## src/rtl/ltc_pkg.sv

```systemverilog
// Shared types, constants and the lookup function for the lemniscate tracking controller.
package ltc_pkg;

  // Iteration counts and widths
  localparam int CORDIC_STEPS = 16;
  localparam int TICK_BITS    = 32;
  localparam int MUL_STEPS    = 32;
  localparam int DIV_STEPS    = 64;

  // Fixed-point constants
  localparam logic [31:0]        PHASE_MOD    = 32'd411774832;
  localparam logic signed [21:0] Q_PI         = 22'sd205887;
  localparam logic signed [21:0] Q_HALF_PI    = 22'sd102944;
  localparam logic signed [21:0] Q_TWO_PI     = 22'sd411775;
  localparam logic signed [63:0] SQRT2_Q30    = 64'sd1518500250;
  localparam logic signed [39:0] CORDIC_K_Q30 = 40'sd652032874;
  localparam logic signed [63:0] VEL_LIMIT    = 64'sd35184372088832;
  localparam logic signed [63:0] ONE_Q30      = 64'sd1073741824;
  localparam logic [31:0]        MS_PER_S     = 32'd1000;

  // Register map
  typedef enum logic [2:0] {
    REG_GAIN   = 3'd0,
    REG_OFFSET = 3'd1,
    REG_PERIOD = 3'd2,
    REG_AMP    = 3'd3,
    REG_RATE   = 3'd4
  } reg_idx_t;

  // Sequencer states
  typedef enum logic [5:0] {
    S_IDLE,
    O_M1, O_M2, O_M3, O_M4, O_VEC,
    T_NMOD, T_RMUL, T_RMOD, T_AMP,
    P_PH, P_ROT, P_SS, P_AC, P_XD, P_CS, P_ACS, P_YD,
    F_GX, F_DX, F_FX, F_GY, F_DY, F_FY,
    H_ROT, H_M1, H_M2, H_M3, H_M4, H_WD,
    S_OUT
  } state_t;

  // Requests from the sequencer to the arithmetic units
  typedef struct packed {
    logic               mul_start;
    logic signed [63:0] mul_a;
    logic signed [32:0] mul_b;
    logic               div_start;
    logic signed [63:0] div_a;
    logic [31:0]        div_b;
    logic               cor_start;
    logic               cor_vec;
    logic signed [21:0] cor_ang;
    logic signed [35:0] cor_vx;
    logic signed [35:0] cor_vy;
  } arith_req_t;

  // Results and status back to the sequencer
  typedef struct packed {
    logic               busy;
    logic signed [63:0] mul_p;
    logic signed [63:0] div_q;
    logic [31:0]        div_r;
    logic signed [31:0] cor_c;
    logic signed [31:0] cor_s;
    logic signed [21:0] cor_z;
  } arith_rsp_t;

  // Arctangent table, Q16.16 radians
  function automatic logic [15:0] atan_entry(input logic [4:0] i);
    case (i)
      5'd0:    atan_entry = 16'd51472;
      5'd1:    atan_entry = 16'd30386;
      5'd2:    atan_entry = 16'd16055;
      5'd3:    atan_entry = 16'd8150;
      5'd4:    atan_entry = 16'd4091;
      5'd5:    atan_entry = 16'd2047;
      5'd6:    atan_entry = 16'd1024;
      5'd7:    atan_entry = 16'd512;
      5'd8:    atan_entry = 16'd256;
      5'd9:    atan_entry = 16'd128;
      5'd10:   atan_entry = 16'd64;
      5'd11:   atan_entry = 16'd32;
      5'd12:   atan_entry = 16'd16;
      5'd13:   atan_entry = 16'd8;
      5'd14:   atan_entry = 16'd4;
      5'd15:   atan_entry = 16'd2;
      5'd16:   atan_entry = 16'd1;
      default: atan_entry = 16'd0;
    endcase
  endfunction

endpackage

```

## src/rtl/ltc_arith.sv

```systemverilog
// Bit-serial multiplier, bit-serial divider and iterative CORDIC shared by the sequencer.
module ltc_arith (
  input  logic               clk,
  input  logic               rst,
  input  ltc_pkg::arith_req_t req,
  output ltc_pkg::arith_rsp_t rsp
);
  import ltc_pkg::*;

  localparam logic [4:0] MUL_LAST = 5'(MUL_STEPS - 1);
  localparam logic [5:0] DIV_LAST = 6'(DIV_STEPS - 1);
  localparam logic [4:0] COR_LAST = 5'(CORDIC_STEPS - 1);

  // Multiplier: one multiplier bit per cycle
  logic               mul_busy;
  logic [4:0]         mul_cnt;
  logic [63:0]        mul_acc;
  logic [63:0]        mul_mcand;
  logic [31:0]        mul_mplier;
  logic               mul_neg;
  logic signed [32:0] mul_b_abs;
  logic signed [63:0] mul_a_abs;

  // Divider: one quotient bit per cycle
  logic               div_busy;
  logic [5:0]         div_cnt;
  logic [31:0]        div_rem;
  logic [63:0]        div_quo;
  logic [31:0]        div_den;
  logic               div_neg;
  logic [32:0]        div_trial;
  logic               div_ge;
  logic [32:0]        div_diff;

  // CORDIC: one micro-rotation per cycle
  logic               cor_busy;
  logic [4:0]         cor_i;
  logic signed [39:0] cor_x;
  logic signed [39:0] cor_y;
  logic signed [21:0] cor_z;
  logic               cor_vec;
  logic               cor_neg;
  logic signed [39:0] cor_dx;
  logic signed [39:0] cor_dy;
  logic signed [21:0] cor_atan;
  logic               cor_dir;
  logic signed [39:0] cor_c_full;
  logic signed [39:0] cor_s_full;

  // Angle fold for rotation mode
  logic signed [21:0] z0, z1, z2, z3, z4, fold_z;
  logic               fold_neg;
  logic signed [39:0] vx_ext, vy_ext;

  // Fold the input angle into [-pi/2, pi/2]
  always_comb begin
    z0 = req.cor_ang;
    z1 = (z0 < 0) ? z0 + Q_TWO_PI : z0;
    z2 = (z1 < 0) ? z1 + Q_TWO_PI : z1;
    z3 = (z2 >= Q_TWO_PI) ? z2 - Q_TWO_PI : z2;
    z4 = (z3 > Q_PI) ? z3 - Q_TWO_PI : z3;
    fold_neg = 1'b0;
    fold_z   = z4;
    if (z4 > Q_HALF_PI) begin
      fold_z   = z4 - Q_PI;
      fold_neg = 1'b1;
    end else if (z4 < -Q_HALF_PI) begin
      fold_z   = z4 + Q_PI;
      fold_neg = 1'b1;
    end
  end

  // Step logic
  always_comb begin
    mul_a_abs  = req.mul_a[63] ? -req.mul_a : req.mul_a;
    mul_b_abs  = req.mul_b[32] ? -req.mul_b : req.mul_b;
    div_trial  = {div_rem, div_quo[63]};
    div_ge     = div_trial >= {1'b0, div_den};
    div_diff   = div_trial - {1'b0, div_den};
    cor_dx     = cor_y >>> cor_i;
    cor_dy     = cor_x >>> cor_i;
    cor_atan   = signed'({6'd0, atan_entry(cor_i)});
    cor_dir    = cor_vec ? !(cor_y > 0) : (cor_z >= 0);
    cor_c_full = cor_neg ? -cor_x : cor_x;
    cor_s_full = cor_neg ? -cor_y : cor_y;
    vx_ext     = 40'(req.cor_vx);
    vy_ext     = 40'(req.cor_vy);
  end

  // Busy flags
  always_ff @(posedge clk) begin
    if (rst) begin
      mul_busy <= 1'b0;
      div_busy <= 1'b0;
      cor_busy <= 1'b0;
    end else begin
      if (req.mul_start) begin
        mul_busy <= 1'b1;
      end else if (mul_busy && mul_cnt == MUL_LAST) begin
        mul_busy <= 1'b0;
      end
      if (req.div_start) begin
        div_busy <= 1'b1;
      end else if (div_busy && div_cnt == DIV_LAST) begin
        div_busy <= 1'b0;
      end
      if (req.cor_start) begin
        cor_busy <= 1'b1;
      end else if (cor_busy && cor_i == COR_LAST) begin
        cor_busy <= 1'b0;
      end
    end
  end

  // Multiplier datapath: shift and add on magnitudes
  always_ff @(posedge clk) begin
    if (req.mul_start) begin
      mul_acc    <= '0;
      mul_mcand  <= mul_a_abs;
      mul_mplier <= mul_b_abs[31:0];
      mul_neg    <= req.mul_a[63] ^ req.mul_b[32];
      mul_cnt    <= '0;
    end else if (mul_busy) begin
      if (mul_mplier[0]) begin
        mul_acc <= mul_acc + mul_mcand;
      end
      mul_mcand  <= mul_mcand << 1;
      mul_mplier <= mul_mplier >> 1;
      mul_cnt    <= mul_cnt + 5'd1;
    end
  end

  // Divider datapath: restoring division on magnitudes
  always_ff @(posedge clk) begin
    if (req.div_start) begin
      div_rem <= '0;
      div_quo <= req.div_a[63] ? 64'(-req.div_a) : 64'(req.div_a);
      div_den <= req.div_b;
      div_neg <= req.div_a[63];
      div_cnt <= '0;
    end else if (div_busy) begin
      div_rem <= div_ge ? div_diff[31:0] : div_trial[31:0];
      div_quo <= {div_quo[62:0], div_ge};
      div_cnt <= div_cnt + 6'd1;
    end
  end

  // CORDIC datapath
  always_ff @(posedge clk) begin
    if (req.cor_start) begin
      cor_i   <= '0;
      cor_vec <= req.cor_vec;
      if (req.cor_vec) begin
        cor_neg <= 1'b0;
        if (vx_ext < 0) begin
          if (vy_ext >= 0) begin
            cor_x <= vy_ext;
            cor_y <= -vx_ext;
            cor_z <= Q_HALF_PI;
          end else begin
            cor_x <= -vy_ext;
            cor_y <= vx_ext;
            cor_z <= -Q_HALF_PI;
          end
        end else begin
          cor_x <= vx_ext;
          cor_y <= vy_ext;
          cor_z <= '0;
        end
      end else begin
        cor_x   <= CORDIC_K_Q30;
        cor_y   <= '0;
        cor_z   <= fold_z;
        cor_neg <= fold_neg;
      end
    end else if (cor_busy) begin
      if (cor_dir) begin
        cor_x <= cor_x - cor_dx;
        cor_y <= cor_y + cor_dy;
        cor_z <= cor_z - cor_atan;
      end else begin
        cor_x <= cor_x + cor_dx;
        cor_y <= cor_y - cor_dy;
        cor_z <= cor_z + cor_atan;
      end
      cor_i <= cor_i + 5'd1;
    end
  end

  // Results
  always_comb begin
    rsp.busy  = mul_busy | div_busy | cor_busy;
    rsp.mul_p = mul_neg ? -signed'(mul_acc) : signed'(mul_acc);
    rsp.div_q = div_neg ? -signed'(div_quo) : signed'(div_quo);
    rsp.div_r = div_rem;
    rsp.cor_c = cor_c_full[31:0];
    rsp.cor_s = cor_s_full[31:0];
    rsp.cor_z = cor_z;
  end

endmodule

```

## config.mk

```make
export PLATFORM = sky130hd
export DESIGN_NAME = ltc_arith
export DESIGN_NICKNAME = d
export VERILOG_FILES = /design/src/rtl/ltc_pkg.sv /design/src/rtl/ltc_arith.sv
export SDC_FILE = /design/constraint.sdc
export NUM_CORES = 2
export LEC_CHECK = 0
export BUFFER_PORTS_ARGS = -buffer_cell sky130_fd_sc_hd__buf_2
export CORE_MARGIN = 2
export CORE_UTILIZATION = 55
export DETAILED_ROUTE_END_ITERATION = 8
export PLACE_DENSITY = 0.79
export REMOVE_ABC_BUFFERS = 1
export SETUP_SLACK_MARGIN = 0.5
export SYNTH_ARGS = -nofsm -noshare
export SYNTH_HDL_FRONTEND = slang
export SYNTH_SLANG_ARGS = --single-unit
export TNS_END_PERCENT = 1
```

## constraint.sdc

```tcl
create_clock -name clk -period 8.53 [get_ports clk]
set_input_delay 2.559 -clock clk [delete_from_list [all_inputs] [get_ports clk]]
set_output_delay 2.559 -clock clk [all_outputs]
set_load 0.02 [all_outputs]
```

### Yosys cells after proc, flatten, opt, wreduce, memory -nomap -nowiden

Memories as Yosys holds them, arrays and structs flattened. A register that Yosys moved wholly into a read port is not among the register bits.
Index checks and enable logic that the tools add are counted.

* $add $sub $neg: 26
* multiply operators: 0
* div/mod/pow operators: 0
* order comparisons: 11
* equality and inequality tests: 3
* shifts and indexed selects: 2
* muxes and demuxes: 49
* bitwise logic cells: 3
* reduce and logical (&&, ||, !) cells: 11

Operators by type and width (count)
* 64-bit two-way mux: 8
* 40-bit two-way mux: 12
* 22-bit two-way mux: 12
* 64-bit negator: 4
* 32-bit two-way mux: 6
* 32-bit negator: 3
* 40-bit adder: 2
* 36-bit negator with 40-bit output: 2
* 40-bit by 5-bit >>> shifter with 40-bit output: 2
* 40-bit subtractor: 2
* 64-bit adder: 1
* 22-bit by 20-bit adder with 22-bit output (second input constant): 2
* 22-bit by 1-bit less-than comparator with 1-bit output (second input constant): 2
* 22-bit by 20-bit subtractor with 22-bit output (second input constant): 2
* 40-bit by 1-bit > comparator with 1-bit output (second input constant): 1
* 36-bit by 1-bit >= comparator with 1-bit output (second input constant): 1
* 36-bit by 1-bit less-than comparator with 1-bit output (second input constant): 1
* 33-bit by 32-bit >= comparator with 1-bit output: 1
* 32-bit subtractor: 1
* 22-bit by 17-bit adder with 22-bit output: 1
* 22-bit by 19-bit adder with 22-bit output (second input constant): 1
* 22-bit by 1-bit >= comparator with 1-bit output (second input constant): 1
* 22-bit by 20-bit >= comparator with 1-bit output (second input constant): 1
* 22-bit by 18-bit > comparator with 1-bit output (second input constant): 1
* other kinds (17): 35

* bits in registers: 413
* bits in latches: 0
* memory bits (writable): 0
* memory bits (read-only): 512
* input port bits: 293
* output and inout port bits: 247
* logic and storage cells: 125
* memories: 1

Memory list
* (name not given): depth 32, bits a word 16, read ports 1, clocked after memory_dff 1, write ports 0, line ltc_pkg.sv:69 `case (i)`

### Longest topological paths before layout

* depth in word-level cells: 13
* gate-level depth with buffers: 39
* gate-level depth less buffers: 37

### Worst setup path before layout

Ideal clock, no wire load.

* kind: input -> register
* from: in req[72] in the netlist's numbering
* to: reg cor_z[2] (data pin)
* setup time: 256 ps
* data arrival time: 8858 ps
* data required time: 8274 ps
* setup slack: -584 ps
* stages: 31
* buffers on the path: 4
* cells stage by stage: buf_2 > inv_1 > ha_1 > buf_2 > nor3b_2 > a31o_1 > nand3_1 > a211o_2 > or4_1 > and3_1 > buf_4 > o211ai_4 > o2111ai_4 > a21oi_4 > nor2_1 > nor2_1 > ha_1 > nand4_1 > o22ai_2 > nand4_1 > a311oi_2 > nor2_1 > nor3b_2 > xor2_2 > or2_1 > o31a_1 > a31oi_2 > buf_2 > o22ai_1 > xnor2_1 > a31o_2

* word-level cells in the longest chain between the ends: 13
* elaborated cells on any way between the ends: 20
* classes of those cells: 6 x add/sub; 6 x order compare; 8 x mux

Ends and longest elaborated chain
* from (decl): line ltc_arith.sv:5 `input ltc_pkg::arith_req_t req,`
* 22-bit by 20-bit adder with 22-bit output / 22-bit by 1-bit less-than comparator with 1-bit output (equally long branches): line ltc_arith.sv:58 `z1 = (z0 < 0) ? z0 + Q_TWO_PI : z0;`
* 22-bit two-way mux (*): line ltc_arith.sv:58
* 22-bit by 20-bit adder with 22-bit output / 22-bit by 1-bit less-than comparator with 1-bit output (equally long branches): line ltc_arith.sv:59 `z2 = (z1 < 0) ? z1 + Q_TWO_PI : z1;`
* 22-bit two-way mux (*): line ltc_arith.sv:59
* 22-bit by 20-bit subtractor with 22-bit output / 22-bit by 20-bit >= comparator with 1-bit output (equally long branches): line ltc_arith.sv:60 `z3 = (z2 >= Q_TWO_PI) ? z2 - Q_TWO_PI : z2;`
* 22-bit two-way mux (*): line ltc_arith.sv:60
* 22-bit by 20-bit subtractor with 22-bit output / 22-bit by 19-bit > comparator with 1-bit output (equally long branches): line ltc_arith.sv:61 `z4 = (z3 > Q_PI) ? z3 - Q_TWO_PI : z3;`
* 22-bit two-way mux (*): line ltc_arith.sv:61
* 22-bit by 19-bit adder with 22-bit output / 22-bit by 18-bit less-than comparator with 1-bit output (equally long branches): line ltc_arith.sv:68, ltc_arith.sv:67
* 22-bit two-way mux: line ltc_arith.sv:67 `end else if (z4 < -Q_HALF_PI) begin`
* 22-bit two-way mux (*): line ltc_arith.sv:64 `if (z4 > Q_HALF_PI) begin`
* 22-bit two-way mux (*): line ltc_arith.sv:153 `if (req.cor_vec) begin`
* 22-bit two-way mux (*): line ltc_arith.sv:150 `if (req.cor_start) begin`
* to (signal assigned): line ltc_arith.sv:163 `cor_z <= -Q_HALF_PI;`
* to (signal assigned): line ltc_arith.sv:173 `cor_z <= fold_z;`
* to (signal assigned): line ltc_arith.sv:180 `cor_z <= cor_z - cor_atan;`
* to (decl): line ltc_arith.sv:40 `logic signed [21:0] cor_z;`

Mark *: on every way between the ends. The rest lies on a longest branch, timed or not.
A chain may end at the register's enable or synchronous reset.

### Final worst setup path

* from: in req[72] in the netlist's numbering
* to: reg cor_z[14] (data pin)

Same word-level chain as after synthesis.

==> impl_results.md <==
- Status: finished, final reports clean
- Area growth, synth to finish: 19.5%
- TritonCTS clock tree: done
- Placed wire-length estimate: 119000 um
- Avg Cell Area, Syn: 7.90 um^2
- Critical path class: in -> reg
- Sequential group share of total power: 0.196
- Hold Path Cell Cnt: 2
- Gate power share: 0.680
- Final period util: 0.948
- Worst reg2reg path startpoint: cor_y[1]$_DFFE_PP_
- Core Box Area: 81700 um^2
- CP peak stage delay: 550 ps
- Crit-path max FO: 8
- Fin nets: 6953
- GRT Total Usage: 0.349
- WP data arrival: 8390 ps
- Largest delay share family, worst path: compound AO/OA/AOI/OAI gates
- Synth Cell Area: 45100 um^2
- Largest net degree at the start of global routing: 114
- Buf+Inv Stages, Crit Path: 3
- Worst Tran Pin Value: 1150 ps
- Switching Fraction: 0.477
- Layout Skew: 48.1 ps
- Port buffer count: 539
- Clk buf depth: 3
- FF-to-FF path depth: 44
- Via density: 6.22
- Worst vdd ir: 0.185 mV
- Count of different cell masters after synthesis: 113
- Die area: 84400 um^2
- First-pass GRT wire length: 239000 um
- Hold WS: 502 ps
- Number of flops mapped to enable cells by yosys: 298
- Clk pin slew, worst setup/hold paths: 60 ps
- Slowest stage cell, crit path: or4_4
- Hold Path Sink: mul_cnt[3]$_SDFFE_PP0P_
- Hold Buf Count CTS: 0
- Worst-skew pair later-pin latency: 640 ps
- Total grt overflow: 0
- Crit start category: input port
- # IOs: 540
- Main flop type after synthesis: edfxtp_1
- Psw: 8.84 mW
- Vias: 47000
- Critical hold path startpoint: mul_cnt[3]$_SDFFE_PP0P_
- Final setup fails: 0
- Max cap viols: 0
- Worst Path Required: 8830 ps
- H-tree levels: 2
- Layout cells sized above 1: 0.211
- CP Capture Type: flip-flop
- Placer Congestion: 1.02
- Seq/Total Area, Yosys: 0.256
- Synth Instances: 5710
- Final wirelength: 155000 um
- Post-layout min period: 8090 ps
- Reg2Reg Setup Slack: 600 ps
- Post-DRT Antenna Nets: 0
- Yosys warning total: 0
- First-pass iteration count of the detailed router: 6
- Clk network pwr share: 0.124
- Initial antenna violation count: 19
- PwrDens: 343 nW/um^2
- DR iter-0 viols: 4502
- Die X: 290 um
- Clock sink count: 429
- Pint: 9.68 mW
- Pwr Total: 18.5 mW
- Crit. Startpoint: req[72]
- Root buffer cell: clkbuf_16
- Row count: 105
- Post-synthesis register bit count: 429
- FF-to-FF End: cor_y[25]$_DFFE_PP_
- Cell leakage power: 22.3 nW
- Ys async rst share: 0
- Initial core utilization: 0.552
- Die H: 290 um
- Total CTS buffers: 52
- Worst Hold Class: reg -> reg
- DR WL/cell: 20.5 um
- Fmax: 124 MHz
- Fin. Hold Viols: 0
- Unrepaired setup endpoints after global routing: true
- Vias in the first global route: 43900
- Relative slew margins: 0.225
- Final slew viol count: 0
- Drt drc: 0
-- worst reg2reg max path: cells and delay by family (launching register included) --
kind                     cells  cell delay [ps]
XOR/XNOR                     1              120
AO/OA/AOI/OAI               14             2410
AND/OR/NAND/NOR             12             2580
flip-flops                   1              390
buffers and inverters       15             1590
adder cells (fa/ha/maj)      2              530
-- layout make-up --
type                    instances  area, um^2
multi-input cells            4788       32400
fillers                      7034       27800
flip-flops and latches        429       11600
repair buffers                969        6080
clock buffers                  78        1540
well taps                    1070        1340
inverters                     191         717
clock inverters                19         225
diodes                         16        40.0
-- registers in the layout, indices dropped and copies added, names as in the netlist, 5 cells and up --
register    cells
cor_i           5
cor_x          40
div_quo        64
mul_mplier     32
cor_y          40
cor_atan       16
div_cnt         6
div_rem        32
mul_cnt         5
cor_z          22
mul_mcand      64
mul_acc        64
div_den        32
-- routing by layer --
| layer | GRT usage | wire length, um | up-vias | part of all wire |
|---|---|---|---|---|
| met3 | 0.0565 | 12600 | 467 | 0.081 |
| met2 | 0.581 | 72500 | 2135 | 0.47 |
| met1 | 0.440 | 61500 | 22200 | 0.40 |
| met4 | 0.170 | 8510 | 6 | 0.055 |
| met5 | 0 | 33 | - | 0.00021 |
| li1 | - | - | 22300 | - |
-- cells by family (layout without fill, tap and decap cells) --
kind of cell	count (synthesis)	after routing	synth area share
mux	173	173	0.0507
buf+inv	493	1257	0.0435
compound gates	1632	1632	0.228
xor+xnor	749	749	0.147
other cells	0	16	0
flops	429	429	0.256
fa+ha+maj	229	229	0.0643
simple gates	2005	2005	0.210
-- power groups by stage --
| stage | Combinational [mW] | Sequential (mW) | Clock (mW) |
|---|---|---|---|
| after CTS | 11.9 | 3.59 | 2.32 |
| after floorplan | 8.01 | 3.47 | 0 |
| after detailed placement | 11.6 | 3.63 | 0 |
| after global placement | 11.4 | 3.61 | 0 |
| final | 12.6 | 3.63 | 2.30 |
| after global routing | 13.6 | 3.67 | 2.40 |
-- cells in the final DEF, fill, tap and decap left out, types with 18 or more instances in the layout --
master,instances
nand2b_1,62
nand4_1,38
o21bai_1,21
and2_1,34
dfxtp_1,125
o22ai_1,54
or4_1,74
mux4_2,40
o21ai_1,18
a31oi_1,37
and3_1,40
a211oi_1,56
o31ai_1,110
xor2_1,297
or3_1,98
o41ai_1,62
a21oi_1,486
a21o_1,73
mux2i_1,88
nand2_1,687
buf_2,530
o221ai_1,18
o211ai_1,33
mux2_2,44
a21oi_2,18
ha_1,221
nor4_1,43
nor2b_1,45
o21a_1,35
xnor2_1,441
buf_4,422
edfxtp_1,298
or2_2,34
inv_1,185
o21ai_0,403
clkbuf_16,57
nand3_1,102
nor2_1,530
nor3_1,103
-- through the flow --
stage | utilization | setup slack (ps) | instance area, um^2 | setup TNS, ps | instances
6_report | 0.660 | 440 | 53900 | 0 | 7560
5_1_grt | 0.660 | 220 | 53900 | 0 | 7556
4_1_cts | 0.649 | 449 | 53000 | 0 | 7510
3_5_place_dp | 0.622 | -365 | 50800 | -5920 | 7388
3_3_place_gp | 0.622 | -115 | 50800 | -1230 | 7388
2_1_floorplan | - | -1300 | 43900 | -36820 | 5408
-- repair_timing --
item,in CTS,in global routing
pin swaps,17,87
buffers inserted,25,33
gates resized for setup,66,120
endpoints found under the setup margin,55,61
gates cloned,0,1
-- cell usage after synthesis, types with 23 or more instances --
| cell | instances | area, um^2 |
|---|---|---|
| mux2_2 | 44 | 495 |
| buf_1 | 27 | 101 |
| o21a_1 | 36 | 270 |
| inv_1 | 188 | 706 |
| o21ai_0 | 422 | 2110 |
| edfxtp_1 | 298 | 8950 |
| o41ai_1 | 65 | 569 |
| o22ai_1 | 59 | 369 |
| nand2_1 | 691 | 2590 |
| a211oi_1 | 62 | 465 |
| nor4_1 | 46 | 288 |
| a21o_1 | 73 | 548 |
| and2_1 | 36 | 225 |
| mux2i_1 | 89 | 891 |
| or4_1 | 80 | 601 |
| ha_1 | 224 | 2800 |
| a21oi_1 | 504 | 2520 |
| clkbuf_1 | 237 | 890 |
| nor3_1 | 112 | 561 |
| mux4_2 | 40 | 901 |
| or3_1 | 106 | 663 |
| a31oi_1 | 39 | 244 |
| nor2_1 | 536 | 2010 |
| and3_1 | 42 | 263 |
| nand2b_1 | 65 | 407 |
| dfxtp_1 | 131 | 2620 |
| nand4_1 | 38 | 238 |
| o211ai_1 | 33 | 248 |
| or2_2 | 37 | 231 |
| xor2_1 | 297 | 2600 |
| o31ai_1 | 112 | 841 |
| nor2b_1 | 45 | 282 |
| nand3_1 | 105 | 526 |
| o21bai_1 | 23 | 173 |
| xnor2_1 | 445 | 3900 |
-- how the worst max path moves through the flow --
stage / end / cells after the start / slack, ps
2_1_floorplan: cor_z[2]$_DFFE_PP_ / 23 / -1300
3_3_place_gp: cor_z[20]$_DFFE_PP_ / 27 / -120
3_5_place_dp: cor_z[17]$_DFFE_PP_ / 30 / -370
6_report: cor_z[14]$_DFFE_PP_ / 26 / 440
4_1_cts: cor_z[18]$_DFFE_PP_ / 28 / 450
5_1_grt: cor_z[9]$_DFFE_PP_ / 28 / 220
No activity file was read; power rests on OpenSTA's default activity.
